$ cat src/rtl/hsc_pkg.sv
package hsc_pkg;

	localparam int CHAN_W       = 3;
	localparam int CMD_FIELD_W  = 32;
	localparam int TIME_W       = 64;
	localparam int CHANNELS_DEF = 8;
	localparam int CMD_BITS_DEF = 32;

	localparam logic [TIME_W-1:0] TIMEOUT_RESET = {TIME_W{1'b1}};

	typedef enum logic [1:0] {
		PH_READY   = 2'd0,
		PH_SENDING = 2'd1,
		PH_DONE    = 2'd2,
		PH_ERROR   = 2'd3
	} phase_t;

	// per-channel write controls from the update logic to the channel table
	typedef struct packed {
		logic   wr;
		phase_t phase;
		logic   take_cmd;  // latch command, record start time
		logic   drop_cmd;  // clear latch and ack
		logic   give_ack;  // ack <= command
	} upd_t;

endpackage

$ cat src/rtl/hsc_if.sv
interface hsc_req_if;
	import hsc_pkg::*;

	logic                   valid;
	logic                   ready;
	logic [CHAN_W-1:0]      channel;
	logic [CMD_FIELD_W-1:0] command;
	logic [CMD_FIELD_W-1:0] clear_trigger;
	logic [TIME_W-1:0]      now;

	modport source(output valid, channel, command, clear_trigger, now, input ready);
	modport sink(input valid, channel, command, clear_trigger, now, output ready);
endinterface

interface hsc_rsp_if;
	import hsc_pkg::*;

	logic                   valid;
	logic                   ready;
	logic [CHAN_W-1:0]      out_channel;
	logic [1:0]             phase;
	logic [CMD_FIELD_W-1:0] ack;

	modport source(output valid, out_channel, phase, ack, input ready);
	modport sink(input valid, out_channel, phase, ack, output ready);
endinterface

$ cat src/rtl/hsc_table.sv
module hsc_table #(
	parameter int CHANNELS = hsc_pkg::CHANNELS_DEF,
	parameter int CMD_W    = hsc_pkg::CMD_BITS_DEF,
	parameter int IDX_W    = 3
) (
	input  logic                      clk,
	input  logic                      arst_n,
	input  logic [IDX_W-1:0]          idx,
	input  hsc_pkg::upd_t             upd,
	input  logic [CMD_W-1:0]          cmd,
	input  logic [hsc_pkg::TIME_W-1:0] now,
	output hsc_pkg::phase_t           rd_phase,
	output logic [CMD_W-1:0]          rd_latch,
	output logic [hsc_pkg::TIME_W-1:0] rd_start,
	output logic [CMD_W-1:0]          rd_ack
);
	import hsc_pkg::*;

	phase_t            phase_q [CHANNELS];
	logic [CMD_W-1:0]  latch_q [CHANNELS];
	logic [TIME_W-1:0] start_q [CHANNELS];
	logic [CMD_W-1:0]  ack_q   [CHANNELS];

	assign rd_phase = phase_q[idx];
	assign rd_latch = latch_q[idx];
	assign rd_start = start_q[idx];
	assign rd_ack   = ack_q[idx];

	always_ff @(posedge clk or negedge arst_n) begin
		if (!arst_n) begin
			for (int i = 0; i < CHANNELS; i++) begin
				phase_q[i] <= PH_READY;
				latch_q[i] <= '0;
				start_q[i] <= '0;
				ack_q[i]   <= '0;
			end
		end else if (upd.wr) begin
			phase_q[idx] <= upd.phase;
			if (upd.take_cmd) begin
				latch_q[idx] <= cmd;
				start_q[idx] <= now;
			end
			if (upd.drop_cmd) begin
				latch_q[idx] <= '0;
				ack_q[idx]   <= '0;
			end
			if (upd.give_ack) begin
				ack_q[idx] <= cmd;
			end
		end
	end

endmodule

$ cat src/rtl/hsc_next.sv
module hsc_next #(
	parameter int CMD_W = hsc_pkg::CMD_BITS_DEF
) (
	input  logic                       fire,
	input  logic                       in_range,
	input  hsc_pkg::phase_t            phase,
	input  logic [CMD_W-1:0]           latch,
	input  logic [hsc_pkg::TIME_W-1:0] start,
	input  logic [CMD_W-1:0]           ack,
	input  logic [CMD_W-1:0]           cmd,
	input  logic [hsc_pkg::CMD_FIELD_W-1:0] clr,
	input  logic [hsc_pkg::TIME_W-1:0] now,
	input  logic [hsc_pkg::TIME_W-1:0] timeout_ticks,
	output hsc_pkg::upd_t              upd,
	output hsc_pkg::phase_t            res_phase,
	output logic [CMD_W-1:0]           res_ack
);
	import hsc_pkg::*;

	logic [TIME_W-1:0] elapsed;
	logic              expired;
	logic              changed;
	logic              falling;
	phase_t            nxt;

	assign elapsed = now - start;  // wraps mod 2^64
	assign expired = elapsed > timeout_ticks;
	assign changed = cmd != latch;
	assign falling = changed && (latch != '0) && (cmd == '0);

	always_comb begin
		nxt = phase;
		case (phase)
			PH_READY: begin
				if (changed && latch == '0) nxt = PH_SENDING;
			end
			PH_SENDING: begin
				if (expired || changed) nxt = PH_ERROR;
				else if (clr == '0)     nxt = PH_DONE;
			end
			PH_DONE: begin
				if (expired)      nxt = PH_ERROR;
				else if (falling) nxt = PH_READY;
				else if (changed) nxt = PH_ERROR;
			end
			PH_ERROR: begin
				if (falling) nxt = PH_READY;
			end
			default: nxt = phase;
		endcase
	end

	always_comb begin
		upd.wr       = fire && in_range;
		upd.phase    = nxt;
		upd.take_cmd = (phase == PH_READY) && (nxt == PH_SENDING);
		upd.drop_cmd = (phase != PH_READY) && (nxt == PH_READY);
		upd.give_ack = (phase == PH_SENDING) && (nxt == PH_DONE);

		if (!in_range) begin
			res_phase = PH_READY;
			res_ack   = '0;
		end else begin
			res_phase = nxt;
			if (upd.drop_cmd)      res_ack = '0;
			else if (upd.give_ack) res_ack = cmd;
			else                   res_ack = ack;
		end
	end

endmodule

$ cat src/rtl/handshake_slave_channels_unit.sv
// Slave side of a command/acknowledge handshake for up to CHANNELS channels.
// Each request carries one channel's sample (command, clear trigger, timer
// count) and yields exactly one response with that channel's new phase
// (0 ready, 1 sending, 2 done, 3 error) and its ack word. One request is
// taken per clock while the response side does not stall; a request passes an
// input register and then a result register before its response is presented.
// The per-channel state sits in flip-flops and is read and updated in the
// single stage between, so a request for the same channel in the next cycle
// already sees the update. timeout_ticks is written through cfg_wr_en and
// cfg_wr_data; the user must write it only while no request is in flight, as
// the block itself does not enforce it. It resets to all ones. Only the low
// CMD_BITS bits of the command are used, and a channel number at or above
// CHANNELS leaves all state alone and reports ready with ack zero.
module handshake_slave_channels_unit #(
	parameter int CHANNELS = hsc_pkg::CHANNELS_DEF,
	parameter int CMD_BITS = hsc_pkg::CMD_BITS_DEF
) (
	input  logic                       clk,
	input  logic                       arst_n,
	input  logic                       cfg_wr_en,
	input  logic [hsc_pkg::TIME_W-1:0] cfg_wr_data,
	hsc_req_if.sink                    req,
	hsc_rsp_if.source                  rsp
);
	import hsc_pkg::*;

	localparam int CMD_W = (CMD_BITS < CMD_FIELD_W) ? CMD_BITS : CMD_FIELD_W;
	localparam int IDX_W = (CHANNELS > 1) ? $clog2(CHANNELS) : 1;

	logic [TIME_W-1:0]      timeout_q;

	logic                   v_s1;
	logic [CHAN_W-1:0]      chan_s1;
	logic [CMD_W-1:0]       cmd_s1;
	logic [CMD_FIELD_W-1:0] clr_s1;
	logic [TIME_W-1:0]      now_s1;

	logic                   v_s2;
	logic [CHAN_W-1:0]      chan_s2;
	phase_t                 phase_s2;
	logic [CMD_W-1:0]       ack_s2;

	logic                   adv;
	logic                   in_range;
	logic [IDX_W-1:0]       idx;
	upd_t                   upd;
	phase_t                 rd_phase;
	logic [CMD_W-1:0]       rd_latch;
	logic [TIME_W-1:0]      rd_start;
	logic [CMD_W-1:0]       rd_ack;
	phase_t                 res_phase;
	logic [CMD_W-1:0]       res_ack;

	assign adv       = v_s1 && (!v_s2 || rsp.ready);
	assign req.ready = !v_s1 || adv;
	assign in_range  = 32'(chan_s1) < CHANNELS;
	assign idx       = IDX_W'(chan_s1);

	always_ff @(posedge clk or negedge arst_n) begin
		if (!arst_n) begin
			timeout_q <= TIMEOUT_RESET;
		end else if (cfg_wr_en) begin
			timeout_q <= cfg_wr_data;
		end
	end

	always_ff @(posedge clk or negedge arst_n) begin
		if (!arst_n) begin
			v_s1 <= 1'b0;
			v_s2 <= 1'b0;
		end else begin
			if (req.ready) v_s1 <= req.valid;
			if (adv)            v_s2 <= 1'b1;
			else if (rsp.ready) v_s2 <= 1'b0;
		end
	end

	always_ff @(posedge clk) begin
		if (req.valid && req.ready) begin
			chan_s1 <= req.channel;
			cmd_s1  <= req.command[CMD_W-1:0];
			clr_s1  <= req.clear_trigger;
			now_s1  <= req.now;
		end
		if (adv) begin
			chan_s2  <= chan_s1;
			phase_s2 <= res_phase;
			ack_s2   <= res_ack;
		end
	end

	hsc_table #(
		.CHANNELS (CHANNELS),
		.CMD_W    (CMD_W),
		.IDX_W    (IDX_W)
	) u_table (
		.clk      (clk),
		.arst_n   (arst_n),
		.idx      (idx),
		.upd      (upd),
		.cmd      (cmd_s1),
		.now      (now_s1),
		.rd_phase (rd_phase),
		.rd_latch (rd_latch),
		.rd_start (rd_start),
		.rd_ack   (rd_ack)
	);

	hsc_next #(
		.CMD_W (CMD_W)
	) u_next (
		.fire          (adv),
		.in_range      (in_range),
		.phase         (rd_phase),
		.latch         (rd_latch),
		.start         (rd_start),
		.ack           (rd_ack),
		.cmd           (cmd_s1),
		.clr           (clr_s1),
		.now           (now_s1),
		.timeout_ticks (timeout_q),
		.upd           (upd),
		.res_phase     (res_phase),
		.res_ack       (res_ack)
	);

	assign rsp.valid       = v_s2;
	assign rsp.out_channel = chan_s2;
	assign rsp.phase       = phase_s2;
	assign rsp.ack         = CMD_FIELD_W'(ack_s2);

`ifndef SYNTHESIS
	// an accepted request always lands in the input register
	a_req_lands: assert property (@(posedge clk) disable iff (!arst_n)
		req.valid && req.ready |=> v_s1)
		else $error("accepted request not captured");

	// ready is only reached with the ack cleared
	a_ready_no_ack: assert property (@(posedge clk) disable iff (!arst_n)
		rsp.valid && rsp.phase == PH_READY |-> rsp.ack == '0)
		else $error("ready phase with nonzero ack");

	// done means the ack mirrors the unchanged command
	a_done_ack: assert property (@(posedge clk) disable iff (!arst_n)
		adv && in_range && res_phase == PH_DONE |-> res_ack == cmd_s1)
		else $error("done phase with ack different from command");

	// unknown channel reports ready and zero ack
	a_bad_chan: assert property (@(posedge clk) disable iff (!arst_n)
		rsp.valid && !(32'(rsp.out_channel) < CHANNELS)
			|-> rsp.phase == PH_READY && rsp.ack == '0)
		else $error("out-of-range channel reported state");
`endif

endmodule

$ cat src/flat_wrapper.sv
// flat-port wrapper written by rule: the top's interface ports become plain ports
module handshake_slave_channels_unit_flat import hsc_pkg::*;
#(
	parameter int CHANNELS = hsc_pkg::CHANNELS_DEF,
	parameter int CMD_BITS = hsc_pkg::CMD_BITS_DEF
)
  (clk, arst_n, cfg_wr_en, cfg_wr_data, req_valid, req_channel, req_command, req_clear_trigger, req_now, req_ready, rsp_valid, rsp_out_channel, rsp_phase, rsp_ack, rsp_ready);
  hsc_req_if req_i ();
  hsc_rsp_if rsp_i ();
  input  logic clk;
  input  logic arst_n;
  input  logic cfg_wr_en;
  input  logic [hsc_pkg::TIME_W-1:0] cfg_wr_data;
  input wire logic [$bits(req_i.valid)-1:0] req_valid;
  input wire logic [$bits(req_i.channel)-1:0] req_channel;
  input wire logic [$bits(req_i.command)-1:0] req_command;
  input wire logic [$bits(req_i.clear_trigger)-1:0] req_clear_trigger;
  input wire logic [$bits(req_i.now)-1:0] req_now;
  output wire logic [$bits(req_i.ready)-1:0] req_ready;
  output wire logic [$bits(rsp_i.valid)-1:0] rsp_valid;
  output wire logic [$bits(rsp_i.out_channel)-1:0] rsp_out_channel;
  output wire logic [$bits(rsp_i.phase)-1:0] rsp_phase;
  output wire logic [$bits(rsp_i.ack)-1:0] rsp_ack;
  input wire logic [$bits(rsp_i.ready)-1:0] rsp_ready;
  assign req_i.valid = req_valid;
  assign req_i.channel = req_channel;
  assign req_i.command = req_command;
  assign req_i.clear_trigger = req_clear_trigger;
  assign req_i.now = req_now;
  assign req_ready = req_i.ready;
  assign rsp_valid = rsp_i.valid;
  assign rsp_out_channel = rsp_i.out_channel;
  assign rsp_phase = rsp_i.phase;
  assign rsp_ack = rsp_i.ack;
  assign rsp_i.ready = rsp_ready;
  handshake_slave_channels_unit #(.CHANNELS(CHANNELS), .CMD_BITS(CMD_BITS)) u_core (.clk(clk), .arst_n(arst_n), .cfg_wr_en(cfg_wr_en), .cfg_wr_data(cfg_wr_data), .req(req_i), .rsp(rsp_i));
endmodule
$ cat config.mk
export PLATFORM = sky130hd
export DESIGN_NAME = handshake_slave_channels_unit_flat
export DESIGN_NICKNAME = d
export VERILOG_FILES = /design/src/rtl/hsc_pkg.sv /design/src/rtl/hsc_if.sv /design/src/rtl/hsc_table.sv /design/src/rtl/hsc_next.sv /design/src/rtl/handshake_slave_channels_unit.sv /design/src/flat_wrapper.sv
export SDC_FILE = /design/constraint.sdc
export NUM_CORES = 2
export LEC_CHECK = 0
export BUFFER_PORTS_ARGS = -buffer_cell sky130_fd_sc_hd__buf_2
export CORE_MARGIN = 4
export CORE_UTILIZATION = 26
export DETAILED_ROUTE_END_ITERATION = 10
export MAX_ROUTING_LAYER = met4
export SLEW_MARGIN = 10
export SYNTH_ARGS = -nofsm -noshare
export SYNTH_HDL_FRONTEND = slang
export SYNTH_SLANG_ARGS = --single-unit
$ cat constraint.sdc
create_clock -name clk -period 9.7 [get_ports clk]
set_clock_uncertainty 0.2 [all_clocks]
set_input_delay 1.94 -clock clk [delete_from_list [all_inputs] [get_ports clk]]
set_output_delay 1.94 -clock clk [all_outputs]
set_load 0.02 [all_outputs]
==> results.md <==
- Status: completed
- Worst setup path class: reg -> reg
- Die outline width: 484 um
- First-pass DRT Iterations: 6
- Top-count cell post-synth: nand2_1
- Final nets: 6035
- Site Rows: 174
- Share of cells above drive strength 1: 0.139
- Hold WS: 0.274 ns
- P per Cell Area: 272 nW/um^2
- Slowest CP cell: or4b_2
- Minimum clock period: 9.14 ns
- Vias in the first global route: 46800
- Netlist Area Pre-Place: 58800 um^2
- Setup crit start kind: flop
- Met2 routed WL: 88.9 mm
- RSZ-0062 raised after global routing: no
- Post-DRT Antenna Nets: 0
- Top_reg_cell synth: dfrtp_1
- Data required time of the worst path: 10.20 ns
- Clock transition at the registers of the reported paths: 0.06 ns
- Maxcap violations: 0
- CP Max Fanout: 32
- Syn_nets: 5959
- Max-slew headroom: 0.193
- Total length of routed wires: 201 mm
- DR WL met3: 18.0 mm
- Total gr overflow: 0
- Post-synthesis xor/xnor area fraction: 0.0125
- Synth Area in Compound Gates: 0.169
- Routed via count: 46600
- Top Ports: 239
- CP peak stage delay: 0.63 ns
- Top cell type's share of synthesized area: 0.443
- Sequential-to-total area share from yosys stat: 0.557
- Initial antenna violation count: 11
- # DRC: 0
- Async SR Flop Fraction: 0.868
- DR vias/cell: 5.28
- WL/cell: 22.8 um
- Synth cell count leaders: nand2_1, dfrtp_1, a22oi_1
- Measured slew at the worst slew-check pin: 1.21 ns
- Largest family of logic cells by synthesized area: compound AO/OA/AOI/OAI gates
- Hold Vio Cnt, Final: 0
- Endpoint type of the worst setup path: flop
- Die Height: 484 um
- CTS tree: done
- Distinct cells, synth: 74
- CTS HTree Levels: 4
- R2r setup slk: 0.56 ns
- Fmax: 109 MHz
- Number of flops mapped to enable cells by yosys: 168
- Core Util, Final: 0.303
- Top sig layer: met4
- WL met1: 87.7 mm
- Max IR drop VDD: 0.000157 V
- GP Congestion: 0.917
- Max-slew violations: 0
- Die ar.: 234000 um^2
- I/O Buffers: 238
- Root buffer cell: clkbuf_16
- Yosys reg bits: 1274
- Simple-gate share of the synthesized area: 0.155
- Largest net degree at the start of global routing: 167
- Period utilization: 0.942
- First-pass GRT wire length: 304 mm
- Overall Global Routing Usage: 0.172
- Maximum root-to-sink buffer count: 3
- Worst min path class: reg -> reg
- Mapped Cells: 5631
- Syn-to-layout area delta: 15.9%
- P_leak: 30.7 nW
- Clock latency on the worst-skew pair: 0.80 ns
- Multiplexer share of the synthesized area: 0.0368
- Synth Area per Inst: 10.4 um^2
- Num Clock Sinks: 1274
- Critical Path Most Common Cell: nand2_1
- Core area: 225000 um^2
- Setup TNS: 0 ns
- Synth warn: 0
- CP arrival: 9.64 ns
- Initial drt markers: 5306
- Hpwl dp: 119 mm
- Post-CTS Hold Buffers: 0
- Adder-cell share of the synthesized area: 0.0273
- Post-synth top area cell: dfrtp_1
- CTS Buf Count: 145
- Final setup fails: 0
- Initial Util: 0.262
- Total power: 0.0186 W
- Largest cells by area after synthesis: dfrtp_1, nand2_1, edfxtp_1, a22oi_1, a22o_1
## power by group
part	total [W]	internal (W)	switching, W
Clock	0.00565	0.00328	0.00237
Sequential	0.00792	0.00692	0.00101
Combinational	0.00498	0.00219	0.00280
## per-layer routing
metal | track usage | vias up
met4 | 0.0605 | 0
met3 | 0.0343 | 416
met2 | 0.256 | 2433
met1 | 0.235 | 23600
met5 | - | -
li1 | - | 20200
## final timing paths
check                           cells after the start                   startpoint                     endpoint
worst min register to register                      2  u_core.u_table.start_q[213]  u_core.u_table.start_q[213]
worst max register to register                     29            u_core.chan_s1[1]                         flop
worst max-delay path                               29            u_core.chan_s1[1]                         flop
max in group asynchronous                           3                       arst_n  u_core.u_table.latch_q[197]
min in group asynchronous                           1                       arst_n   u_core.u_table.latch_q[50]
worst min-delay path                                2  u_core.u_table.start_q[213]  u_core.u_table.start_q[213]
## critical path, delay by kind of cell, from the launching register on
| kind | cells | cell delay [ns] |
|---|---|---|
| buffers and inverters | 3 | 1.04 |
| adder cells (fa/ha/maj) | 2 | 0.53 |
| AND/OR/NAND/NOR | 15 | 3.97 |
| AO/OA/AOI/OAI | 9 | 2.68 |
| flip-flops | 1 | 0.58 |
## repair_timing
action,4_1_cts,5_1_grt
endpoints found under the hold margin,0,0
resized for setup,3,3
setup buffers,0,5
setup endpoints to repair,139,539
cloned,0,0
pin swaps,0,2
## layout by cell type (no fill, tap or decap), types with 25 or more instances in the layout
cell type,instances
a21oi_1,90
a22o_1,259
nor4_1,43
dfstp_2,64
nor3_1,25
inv_1,85
and4_1,100
nand2_1,1722
clkbuf_16,149
buf_4,126
nand4_1,52
mux4_2,66
clkbuf_8,28
o21ai_0,147
buf_2,236
a21o_1,62
buf_12,26
ha_1,127
xnor2_1,38
o2bb2ai_1,256
dfrtp_1,1042
nor2_1,97
clkbuf_1,35
xor2_1,46
a22oi_1,389
edfxtp_1,168
mux2i_1,43
## cell type report
type / instances / area, um^2
clock inverter: 53 / 666
tap: 2992 / 3740
antenna: 6 / 15.0
multi-input combinational: 3809 / 23700
clock buffer: 212 / 4250
inverter: 87 / 327
sequential: 1274 / 32800
fill: 22800 / 157000
timing repair buffer: 390 / 2690
## cells by family (layout without fill, tap and decap cells)
kind of cell | count (synthesis) | count (layout)
xor gates and xnor gates | 84 | 84
and+or+nand+nor | 2155 | 2155
muxes | 131 | 131
other | 0 | 6
DFF | 1274 | 1274
buffers and inverters | 548 | 742
adders and majority gates | 128 | 128
AOI/OAI and AO/OA | 1311 | 1311
## stage by stage
step / setup WS [ns] / instance area [um^2] / std cells
3_5_place_dp: -0.113 / 63200 / 8546
3_3_place_gp: 0.0584 / 63200 / 8546
5_1_grt: 0.182 / 68200 / 8823
4_1_cts: 0.225 / 68100 / 8811
2_1_floorplan: 1.46 / 58800 / 5631
6_report: 0.563 / 68200 / 8823
Note: power is estimated with default switching activity, not from simulation.
